[src/hdl/rc4_pkg.sv]
// Shared types and constants for the RC4 byte stream cipher.
// Holds the datapath operation codes, the controller/datapath command and
// status structs, and the key and register constants. No dependencies.
`default_nettype none

package rc4_pkg;

	localparam int BYTE_W        = 8;
	localparam int PERM_DEPTH    = 256;
	localparam int KEY_W         = 64;
	localparam int MAX_KEY_BYTES = 16;
	localparam int KEY_PTR_W     = $clog2(MAX_KEY_BYTES);
	localparam int KEY_LEN_W     = 5;
	localparam int CFG_ADDR_W    = 2;

	localparam logic [CFG_ADDR_W-1:0] REG_KEY_LOW  = 2'd0;
	localparam logic [CFG_ADDR_W-1:0] REG_KEY_HIGH = 2'd1;
	localparam logic [CFG_ADDR_W-1:0] REG_KEY_LEN  = 2'd2;

	localparam logic [KEY_W-1:0]     KEY_LOW_RST  = 64'h4343_4343_4343_4343;
	localparam logic [KEY_W-1:0]     KEY_HIGH_RST = 64'h0000_0000_0000_4343;
	localparam logic [KEY_LEN_W-1:0] KEY_LEN_RST  = 5'd11;
	localparam logic [KEY_LEN_W-1:0] MAX_KEY_LEN  = KEY_LEN_W'(MAX_KEY_BYTES);

	typedef enum logic [3:0] {
		OP_IDLE,
		OP_KS_CLR,
		OP_KS_RDN,
		OP_KS_RDA,
		OP_KS_WRA,
		OP_KS_WRN,
		OP_ST_RDI,
		OP_ST_RDJ,
		OP_ST_WRJ,
		OP_ST_WRI,
		OP_ST_OUT
	} dp_op_t;

	typedef struct packed {
		dp_op_t op;
		logic   accept;
		logic   load_out;
	} dp_cmd_t;

	typedef struct packed {
		logic ks_last;
	} dp_sts_t;

endpackage

`default_nettype wire

[src/hdl/rc4_byte_stream_cipher.sv]
// RC4 byte stream cipher, top level. Depends on rc4_pkg, rc4_ctrl and rc4_dp.
// A word without restart runs the keystream states RDI, RDJ, WRJ, WRI and OUT, where OUT waits for a
// free result slot; a word with restart first runs key scheduling (a clear, one read, 256 steps).
// Words do not overlap: a new word is taken only in idle, as the permutation RAM has a single read port.
// Reset: key registers take their reset values, both indices clear, and per-entry valid
// bits make the permutation read as identity at once, with no clearing pass.
`default_nettype none

module rc4_byte_stream_cipher (
	input  wire logic                           clk,
	input  wire logic                           arst_n,
	input  wire logic                           cfg_wr_en,
	input  wire logic [rc4_pkg::CFG_ADDR_W-1:0] cfg_addr,
	input  wire logic [rc4_pkg::KEY_W-1:0]      cfg_wdata,
	input  wire logic                           data_valid,
	output logic                                data_ready,
	input  wire logic [rc4_pkg::BYTE_W-1:0]     data_byte,
	input  wire logic                           restart,
	output logic                                result_valid,
	input  wire logic                           result_ready,
	output logic      [rc4_pkg::BYTE_W-1:0]     out_byte
);

	import rc4_pkg::*;

	dp_cmd_t cmd;
	dp_sts_t sts;

	rc4_ctrl u_ctrl (
		.clk         (clk),
		.arst_n      (arst_n),
		.data_valid  (data_valid),
		.data_ready  (data_ready),
		.restart     (restart),
		.result_valid(result_valid),
		.result_ready(result_ready),
		.cmd         (cmd),
		.sts         (sts)
	);

	rc4_dp u_dp (
		.clk      (clk),
		.arst_n   (arst_n),
		.cfg_wr_en(cfg_wr_en),
		.cfg_addr (cfg_addr),
		.cfg_wdata(cfg_wdata),
		.data_byte(data_byte),
		.out_byte (out_byte),
		.cmd      (cmd),
		.sts      (sts)
	);

	a_load_slot_free: assert property (@(posedge clk) disable iff (!arst_n)
		cmd.load_out |-> (!result_valid || result_ready))
		else $error("result register loaded while a word still waits");

	a_plain_word_starts: assert property (@(posedge clk) disable iff (!arst_n)
		(data_valid && data_ready && !restart) |=> (cmd.op == OP_ST_RDI))
		else $error("word without restart did not start a keystream step");

	a_restart_clears: assert property (@(posedge clk) disable iff (!arst_n)
		(data_valid && data_ready && restart) |=> (cmd.op == OP_KS_CLR))
		else $error("restart word did not start key scheduling");

	a_ks_ends: assert property (@(posedge clk) disable iff (!arst_n)
		(cmd.op == OP_KS_WRN && sts.ks_last) |=> (cmd.op == OP_ST_RDI))
		else $error("key schedule did not hand over to the keystream step");

endmodule

`default_nettype wire

[src/hdl/rc4_ram.sv]
// Generic single-write, single-read RAM with a registered read port.
// Used for the cipher permutation. No dependencies.
`default_nettype none

module rc4_ram #(
	parameter int WIDTH = 8,
	parameter int DEPTH = 256
) (
	input  wire logic                     clk,
	input  wire logic                     we,
	input  wire logic [$clog2(DEPTH)-1:0] waddr,
	input  wire logic [WIDTH-1:0]         wdata,
	input  wire logic [$clog2(DEPTH)-1:0] raddr,
	output logic      [WIDTH-1:0]         rdata
);

	logic [WIDTH-1:0] mem [DEPTH];

	always_ff @(posedge clk) begin
		if (we) begin
			mem[waddr] <= wdata;
		end
		rdata <= mem[raddr];
	end

endmodule

`default_nettype wire

[src/hdl/rc4_ctrl.sv]
// Controller state machine for the RC4 byte stream cipher.
// Sequences key scheduling and keystream steps and owns the result handshake.
// Depends on rc4_pkg.
`default_nettype none

module rc4_ctrl (
	input  wire logic             clk,
	input  wire logic             arst_n,
	input  wire logic             data_valid,
	output logic                  data_ready,
	input  wire logic             restart,
	output logic                  result_valid,
	input  wire logic             result_ready,
	output rc4_pkg::dp_cmd_t      cmd,
	input  wire rc4_pkg::dp_sts_t sts
);

	import rc4_pkg::*;

	typedef enum logic [3:0] {
		S_IDLE,
		S_KS_CLR,
		S_KS_RDN,
		S_KS_RDA,
		S_KS_WRA,
		S_KS_WRN,
		S_ST_RDI,
		S_ST_RDJ,
		S_ST_WRJ,
		S_ST_WRI,
		S_ST_OUT
	} state_t;

	state_t state_q;
	logic   result_valid_q;
	logic   slot_free;

	assign slot_free    = !result_valid_q || result_ready;
	assign data_ready   = (state_q == S_IDLE);
	assign result_valid = result_valid_q;

	always_comb begin
		cmd.accept   = (state_q == S_IDLE) && data_valid;
		cmd.load_out = (state_q == S_ST_OUT) && slot_free;
		case (state_q)
			S_IDLE:   cmd.op = OP_IDLE;
			S_KS_CLR: cmd.op = OP_KS_CLR;
			S_KS_RDN: cmd.op = OP_KS_RDN;
			S_KS_RDA: cmd.op = OP_KS_RDA;
			S_KS_WRA: cmd.op = OP_KS_WRA;
			S_KS_WRN: cmd.op = OP_KS_WRN;
			S_ST_RDI: cmd.op = OP_ST_RDI;
			S_ST_RDJ: cmd.op = OP_ST_RDJ;
			S_ST_WRJ: cmd.op = OP_ST_WRJ;
			S_ST_WRI: cmd.op = OP_ST_WRI;
			S_ST_OUT: cmd.op = OP_ST_OUT;
			default:  cmd.op = OP_IDLE;
		endcase
	end

	always_ff @(posedge clk or negedge arst_n) begin
		if (!arst_n) begin
			state_q        <= S_IDLE;
			result_valid_q <= 1'b0;
		end else begin
			if (cmd.load_out) begin
				result_valid_q <= 1'b1;
			end else if (result_ready) begin
				result_valid_q <= 1'b0;
			end
			case (state_q)
				S_IDLE: begin
					if (data_valid) begin
						state_q <= restart ? S_KS_CLR : S_ST_RDI;
					end
				end
				S_KS_CLR: state_q <= S_KS_RDN;
				S_KS_RDN: state_q <= S_KS_RDA;
				S_KS_RDA: state_q <= S_KS_WRA;
				S_KS_WRA: state_q <= S_KS_WRN;
				S_KS_WRN: state_q <= sts.ks_last ? S_ST_RDI : S_KS_RDA;
				S_ST_RDI: state_q <= S_ST_RDJ;
				S_ST_RDJ: state_q <= S_ST_WRJ;
				S_ST_WRJ: state_q <= S_ST_WRI;
				S_ST_WRI: state_q <= S_ST_OUT;
				S_ST_OUT: begin
					if (slot_free) begin
						state_q <= S_IDLE;
					end
				end
				default: state_q <= S_IDLE;
			endcase
		end
	end

endmodule

`default_nettype wire

[src/hdl/rc4_dp.sv]
// Datapath for the RC4 byte stream cipher: key registers, indices, the
// permutation RAM with per-entry valid bits, and the result register.
// Depends on rc4_pkg and rc4_ram.
`default_nettype none

module rc4_dp (
	input  wire logic                               clk,
	input  wire logic                               arst_n,
	input  wire logic                               cfg_wr_en,
	input  wire logic [rc4_pkg::CFG_ADDR_W-1:0]     cfg_addr,
	input  wire logic [rc4_pkg::KEY_W-1:0]          cfg_wdata,
	input  wire logic [rc4_pkg::BYTE_W-1:0]         data_byte,
	output logic      [rc4_pkg::BYTE_W-1:0]         out_byte,
	input  wire rc4_pkg::dp_cmd_t                   cmd,
	output rc4_pkg::dp_sts_t                        sts
);

	import rc4_pkg::*;

	localparam int AW = $clog2(PERM_DEPTH);

	logic [KEY_W-1:0]     key_lo_q;
	logic [KEY_W-1:0]     key_hi_q;
	logic [KEY_LEN_W-1:0] key_len_q;

	logic [BYTE_W-1:0]    data_q;
	logic [AW-1:0]        i_q;
	logic [AW-1:0]        j_q;
	logic [AW-1:0]        n_q;
	logic [BYTE_W-1:0]    acc_q;
	logic [KEY_PTR_W-1:0] kp_q;
	logic [BYTE_W-1:0]    si_q;
	logic [BYTE_W-1:0]    sj_q;
	logic                 fwd_q;
	logic [BYTE_W-1:0]    out_q;

	logic [PERM_DEPTH-1:0] vld_q;
	logic [AW-1:0]         rd_addr_q;
	logic                  rd_vld_q;

	logic                  ram_we;
	logic [AW-1:0]         ram_waddr;
	logic [BYTE_W-1:0]     ram_wdata;
	logic [AW-1:0]         ram_raddr;
	logic [BYTE_W-1:0]     ram_rdata;

	logic [BYTE_W-1:0]     rd_val;
	logic [2*KEY_W-1:0]    key_all;
	logic [BYTE_W-1:0]     key_b;
	logic [BYTE_W-1:0]     acc_nxt;
	logic [AW-1:0]         j_nxt;
	logic [AW-1:0]         sel;
	logic [KEY_LEN_W-1:0]  len_eff;
	logic [KEY_LEN_W-1:0]  kp_inc;

	rc4_ram #(
		.WIDTH(BYTE_W),
		.DEPTH(PERM_DEPTH)
	) u_perm (
		.clk  (clk),
		.we   (ram_we),
		.waddr(ram_waddr),
		.wdata(ram_wdata),
		.raddr(ram_raddr),
		.rdata(ram_rdata)
	);

	// An entry never written since reset or restart holds its own index.
	assign rd_val  = rd_vld_q ? ram_rdata : BYTE_W'(rd_addr_q);
	assign key_all = {key_hi_q, key_lo_q};
	assign key_b   = key_all[{kp_q, 3'b000} +: BYTE_W];
	assign acc_nxt = acc_q + key_b + rd_val;
	assign j_nxt   = j_q + rd_val;
	assign sel     = si_q + sj_q;
	assign kp_inc  = {1'b0, kp_q} + 1'b1;
	assign out_byte    = out_q;
	assign sts.ks_last = (n_q == AW'(PERM_DEPTH - 1));

	always_comb begin
		if (key_len_q == '0) begin
			len_eff = KEY_LEN_W'(1);
		end else if (key_len_q > MAX_KEY_LEN) begin
			len_eff = MAX_KEY_LEN;
		end else begin
			len_eff = key_len_q;
		end
	end

	always_comb begin
		ram_we    = 1'b0;
		ram_waddr = j_q;
		ram_wdata = si_q;
		ram_raddr = rd_addr_q;
		case (cmd.op)
			OP_KS_RDN: ram_raddr = n_q;
			OP_KS_RDA: ram_raddr = acc_nxt;
			OP_KS_WRA: begin
				ram_we    = 1'b1;
				ram_waddr = acc_q;
				ram_wdata = si_q;
			end
			OP_KS_WRN: begin
				ram_we    = 1'b1;
				ram_waddr = n_q;
				ram_wdata = sj_q;
				ram_raddr = n_q + 1'b1;
			end
			OP_ST_RDI: ram_raddr = i_q + 1'b1;
			OP_ST_RDJ: ram_raddr = j_nxt;
			OP_ST_WRJ: begin
				ram_we    = 1'b1;
				ram_waddr = j_q;
				ram_wdata = si_q;
			end
			OP_ST_WRI: begin
				ram_we    = 1'b1;
				ram_waddr = i_q;
				ram_wdata = sj_q;
				ram_raddr = sel;
			end
			default: ram_raddr = rd_addr_q;
		endcase
	end

	always_ff @(posedge clk or negedge arst_n) begin
		if (!arst_n) begin
			key_lo_q  <= KEY_LOW_RST;
			key_hi_q  <= KEY_HIGH_RST;
			key_len_q <= KEY_LEN_RST;
			i_q       <= '0;
			j_q       <= '0;
			vld_q     <= '0;
		end else begin
			if (cfg_wr_en) begin
				case (cfg_addr)
					REG_KEY_LOW:  key_lo_q  <= cfg_wdata;
					REG_KEY_HIGH: key_hi_q  <= cfg_wdata;
					REG_KEY_LEN:  key_len_q <= cfg_wdata[KEY_LEN_W-1:0];
					default:      key_len_q <= key_len_q;
				endcase
			end
			if (cmd.op == OP_KS_CLR) begin
				vld_q <= '0;
				i_q   <= '0;
				j_q   <= '0;
			end else if (ram_we) begin
				vld_q[ram_waddr] <= 1'b1;
			end
			if (cmd.op == OP_ST_RDI) begin
				i_q <= i_q + 1'b1;
			end
			if (cmd.op == OP_ST_RDJ) begin
				j_q <= j_nxt;
			end
		end
	end

	always_ff @(posedge clk) begin
		rd_addr_q <= ram_raddr;
		rd_vld_q  <= vld_q[ram_raddr];
		if (cmd.accept) begin
			data_q <= data_byte;
		end
		case (cmd.op)
			OP_KS_CLR: begin
				acc_q <= '0;
				n_q   <= '0;
				kp_q  <= '0;
			end
			OP_KS_RDA: begin
				si_q  <= rd_val;
				acc_q <= acc_nxt;
			end
			OP_KS_WRA: sj_q <= rd_val;
			OP_KS_WRN: begin
				n_q  <= n_q + 1'b1;
				kp_q <= (kp_inc >= len_eff) ? '0 : kp_inc[KEY_PTR_W-1:0];
			end
			OP_ST_RDJ: si_q <= rd_val;
			OP_ST_WRJ: sj_q <= rd_val;
			OP_ST_WRI: fwd_q <= (sel == i_q);
			OP_ST_OUT: begin
				if (cmd.load_out) begin
					out_q <= data_q ^ (fwd_q ? sj_q : rd_val);
				end
			end
			default: fwd_q <= fwd_q;
		endcase
	end

endmodule

`default_nettype wire

[config.mk]
export PLATFORM = sky130hd
export DESIGN_NAME = rc4_byte_stream_cipher
export DESIGN_NICKNAME = d
export VERILOG_FILES = /design/src/hdl/rc4_pkg.sv /design/src/hdl/rc4_byte_stream_cipher.sv /design/src/hdl/rc4_ram.sv /design/src/hdl/rc4_ctrl.sv /design/src/hdl/rc4_dp.sv
export SDC_FILE = /design/constraint.sdc
export NUM_CORES = 2
export LEC_CHECK = 0
export ABC_CLOCK_PERIOD_IN_PS = 8800
export BUFFER_PORTS_ARGS = -buffer_cell sky130_fd_sc_hd__buf_2
export CAP_MARGIN = 20
export CORE_ASPECT_RATIO = 0.75
export CORE_UTILIZATION = 25
export DETAILED_ROUTE_END_ITERATION = 16
export PLACE_DENSITY = 0.4
export SLEW_MARGIN = 20
export SYNTH_ARGS = -nofsm -noshare
export SYNTH_HDL_FRONTEND = slang
export SYNTH_SLANG_ARGS = --single-unit
[constraint.sdc]
create_clock -name clk -period 8.8 [get_ports clk]
set_input_delay 2.2 -clock clk [delete_from_list [all_inputs] [get_ports clk]]
set_output_delay 2.2 -clock clk [all_outputs]
set_load 0.02 [all_outputs]
==> metrics.txt <==
outcome=complete, but fails checks; failing checks=design-rule violations; count of buffers from port buffering=89; core area=417,000 sq um; Worst setup SP type=flop; skew final=0.0570 ns; max-slew violations=0; EDFF count, synth=2,101; Initial Util=25.2%; leading area contributor after synthesis=edfxtp_1; GPL Wtd Cong=0.849; area of the multi-input gates=28,700 sq um; final std cells w/o fill=13,700; design area=121,000 sq um; clk sinks=2,528; ys flop type=edfxtp_1; Chip Width=750 microns; critical path startpoint=u_dp.kp_q[1]; CP Max Fanout=43; post-CTS resize count=0; fillers=42,200; area delta synth->final=15.5%; post-route ant nets=0; layout net count=8,040; unrepaired setup endpoints after global routing=false; largest cells by area after synthesis=edfxtp_1 (60%), dfrtp_1 (9.0%), nand2_1 (6.1%), a311oi_1 (2.0%), nand3_1 (2.0%); Syn. warnings=0; Final Hold Vio Count=0; Synth Area in Compound Gates=9.74%; Reg area=73,700 sq um; Worst Setup Path Type=reg2reg; largest net degree at the start of global routing=165; Worst EP arrival=8.77 ns; xor-xnor portion of the synthesized cell area=0.348%; worst path cell trace=buf_4 > and2_1 > a221oi_1 > o21a_1 > a221oi_1 > fa_1 > inv_1 > ha_1 > nand3b_1 > a211oi_1 > a311o_2 > nand2_8 > inv_8 > buf_12 > buf_4 > mux4_2 > a21oi_1 > a21oi_1 > and3_1 > a211oi_1 > o2111ai_1; Cell Rows=205; Total Routed Length=398,000 microns; hold buffer count at cts=0; maximum clock path buffer count=4; via count=69,700; Post-DP HPWL=240,000 microns; Hold Crit Class=reg2reg; WL per Instance=29.0 microns; drt initial violations=8,177; syn avg cell area=13.3 sq um; vias in the first global route=66,900; Post-route DRC=2; Synth async-reset ratio=16.2%; commonest non-fill, non-tap cell in the layout=edfxtp_1; die area=422,000 sq um; Placement Cell Area=112,000 sq um; TNS Setup=0 ns; mapped cell area=105,000 sq um; layout cell share with drive strength beyond 1=13.6%; DIE HEIGHT=563 microns; Mapped Cells=7,866; DP Cell Count=13,200; most frequent cells in the layout=edfxtp_1 (2,101), nand2_1 (1,690), nand3_1 (413); Synth Area in Simple Gates=12.1%; CP endpoint kind=flop; CP required=9.52 ns; final setup fails=0; initial antenna violation count=28; Remaining Overflow, GRT=0; Slew @ Worst Pin=1.30 ns; CTS clk-pin slew, worst paths=0.06 ns; Max Fclk=0.124 GHz; mux cell area share after synthesis=4.12%; slowest stage cell, crit path=inv_8; DRT Pass-1 Iters=12; largest family of logic cells by synthesized area=simple AND/OR/NAND/NOR gates; Yosys reg bits=2,528; Post CTS Setup Buffer Count=0; critical path's largest stage delay=0.61 ns; vias per inst=5.08; max_slew headroom=12.7%; worst reg2reg path startpoint=u_dp.kp_q[1]; post-synthesis sequential area ratio=70.4%; min-delay src=u_dp.vld_q[99]; fin crit share=91.5%; max cap viols=0; Adder-Cell Fraction of Synth Area=0.525%; share of the synthesized area in the top cell type=60.2%; post-synth net total=7,984; first-pass GRT wire length=556,000 microns; Tmin final=8.05 ns; Root Driver=clkbuf_16; Worst-Skew Late Latency=0.91 ns; H-tree depth=5; gr usage total=18.3%; CTS tree=yes; Top-Level Pins=90; Num CTS Buffers=271; Yosys cell types=93
==> worst max-delay path: cells and delay by family (launching register included) <==
| kind | cells | cell delay (ns) |
|---|---|---|
| adders and majority gates | 2 | 0.68 |
| AOI/OAI and AO/OA | 9 | 3.06 |
| and+or+nand+nor | 4 | 1.37 |
| muxes | 1 | 0.38 |
| buffers and inverters | 5 | 1.63 |
| DFF | 1 | 0.56 |
==> sequential cells by signal, summed over array words and instances, names as in the netlist <==
register	cells
u_dp.kp_q	4
u_dp.sj_q	8
u_dp.u_perm.rdata	8
u_dp.rd_vld_q	1
u_ctrl.result_valid	1
u_dp.key_lo_q	64
u_dp.data_q	8
u_dp.u_perm.mem	2048
u_dp.key_len_q	5
u_dp.i_q	8
u_dp.si_q	8
u_dp.rd_addr_q	8
u_dp.vld_q	256
u_ctrl.state_q	4
u_dp.out_byte	8
u_dp.n_q	8
u_dp.fwd_q	1
u_dp.acc_q	8
u_dp.j_q	8
u_dp.key_hi_q	64
==> worst paths after layout <==
check                                            end  slack, ns  cells after the start
worst min register to register        u_dp.vld_q[99]       0.49                      1
worst max-delay path            u_dp.u_perm.rdata[5]       0.75                     21
min in group asynchronous            u_dp.vld_q[107]       1.31                      1
max in group asynchronous             u_dp.vld_q[39]       6.11                      2
worst min-delay path                  u_dp.vld_q[99]       0.49                      1
worst max register to register  u_dp.u_perm.rdata[5]       0.75                     21
==> per-stage QoR <==
stage / utilization (%) / hold WS, ns / setup WS [ns]
floorplan: - / 0.456 / 2.99
global placement: 26.9 / 0.466 / 0.441
detailed placement: 27.0 / 0.472 / 1.04
CTS: 29.0 / 0.486 / 0.975
global route: 29.1 / 0.494 / 0.640
finish: 29.1 / 0.485 / 0.752
==> synth_stat cells (10+ instances only) <==
cell       count
nand4_1       24
edfxtp_1    2101
nand3_1      413
buf_4         56
nand2_1     1706
clkbuf_1     185
a21oi_1      274
dfxtp_1       17
a32oi_1       10
dfstp_2       33
mux2i_1       98
buf_1         31
a211oi_1     154
nand2b_1      17
and3_1       248
o32ai_1       10
buf_6         12
a22oi_1       49
and4_1        10
o31ai_1       15
mux2_2       158
a22o_1        15
o22ai_1       17
or3_1         10
fa_1          10
inv_1         15
nor4_1        29
a21o_1        10
o21ai_0       52
and2_1        13
dfrtp_1      377
nor2_1       355
o21a_1       261
ha_1          28
nor3_1        41
mux4_2        69
a311oi_1     245
buf_2        289
a2111oi_0     19
xor2_1        16
xnor2_1       23
a221oi_1      79
a31oi_1      138
==> layout make-up <==
class                   count  share of cell area (%)
flip-flops and latches   2528                    60.9
multi-input cells        4742                    23.7
clock buffers             385                    6.32
well taps                5589                    5.78
repair buffers            356                    2.51
clock inverters           100                   0.681
inverters                  23                  0.0941
diodes                     13                  0.0269
==> routing by layer <==
layer	share of wire, %	vias up	global-route usage, %
met3	7.7	481	3.61
met4	2.2	8	3.99
met1	48	36800	28.1
met5	0.014	-	0
met2	42	2684	26.4
li1	-	29700	-
==> logic make-up (layout without fill, tap and decap cells) <==
group / after synthesis / count (layout)
mux: 325 / 325
buf+inv: 596 / 864
xor+xnor: 40 / 40
fa+ha+maj: 38 / 38
simple gates: 2921 / 2921
compound gates: 1418 / 1418
flops: 2528 / 2528
other cells: 0 / 13
Power is not shown: default switching activity piles up to over one toggle a cycle in this logic, so the estimate is an artifact.
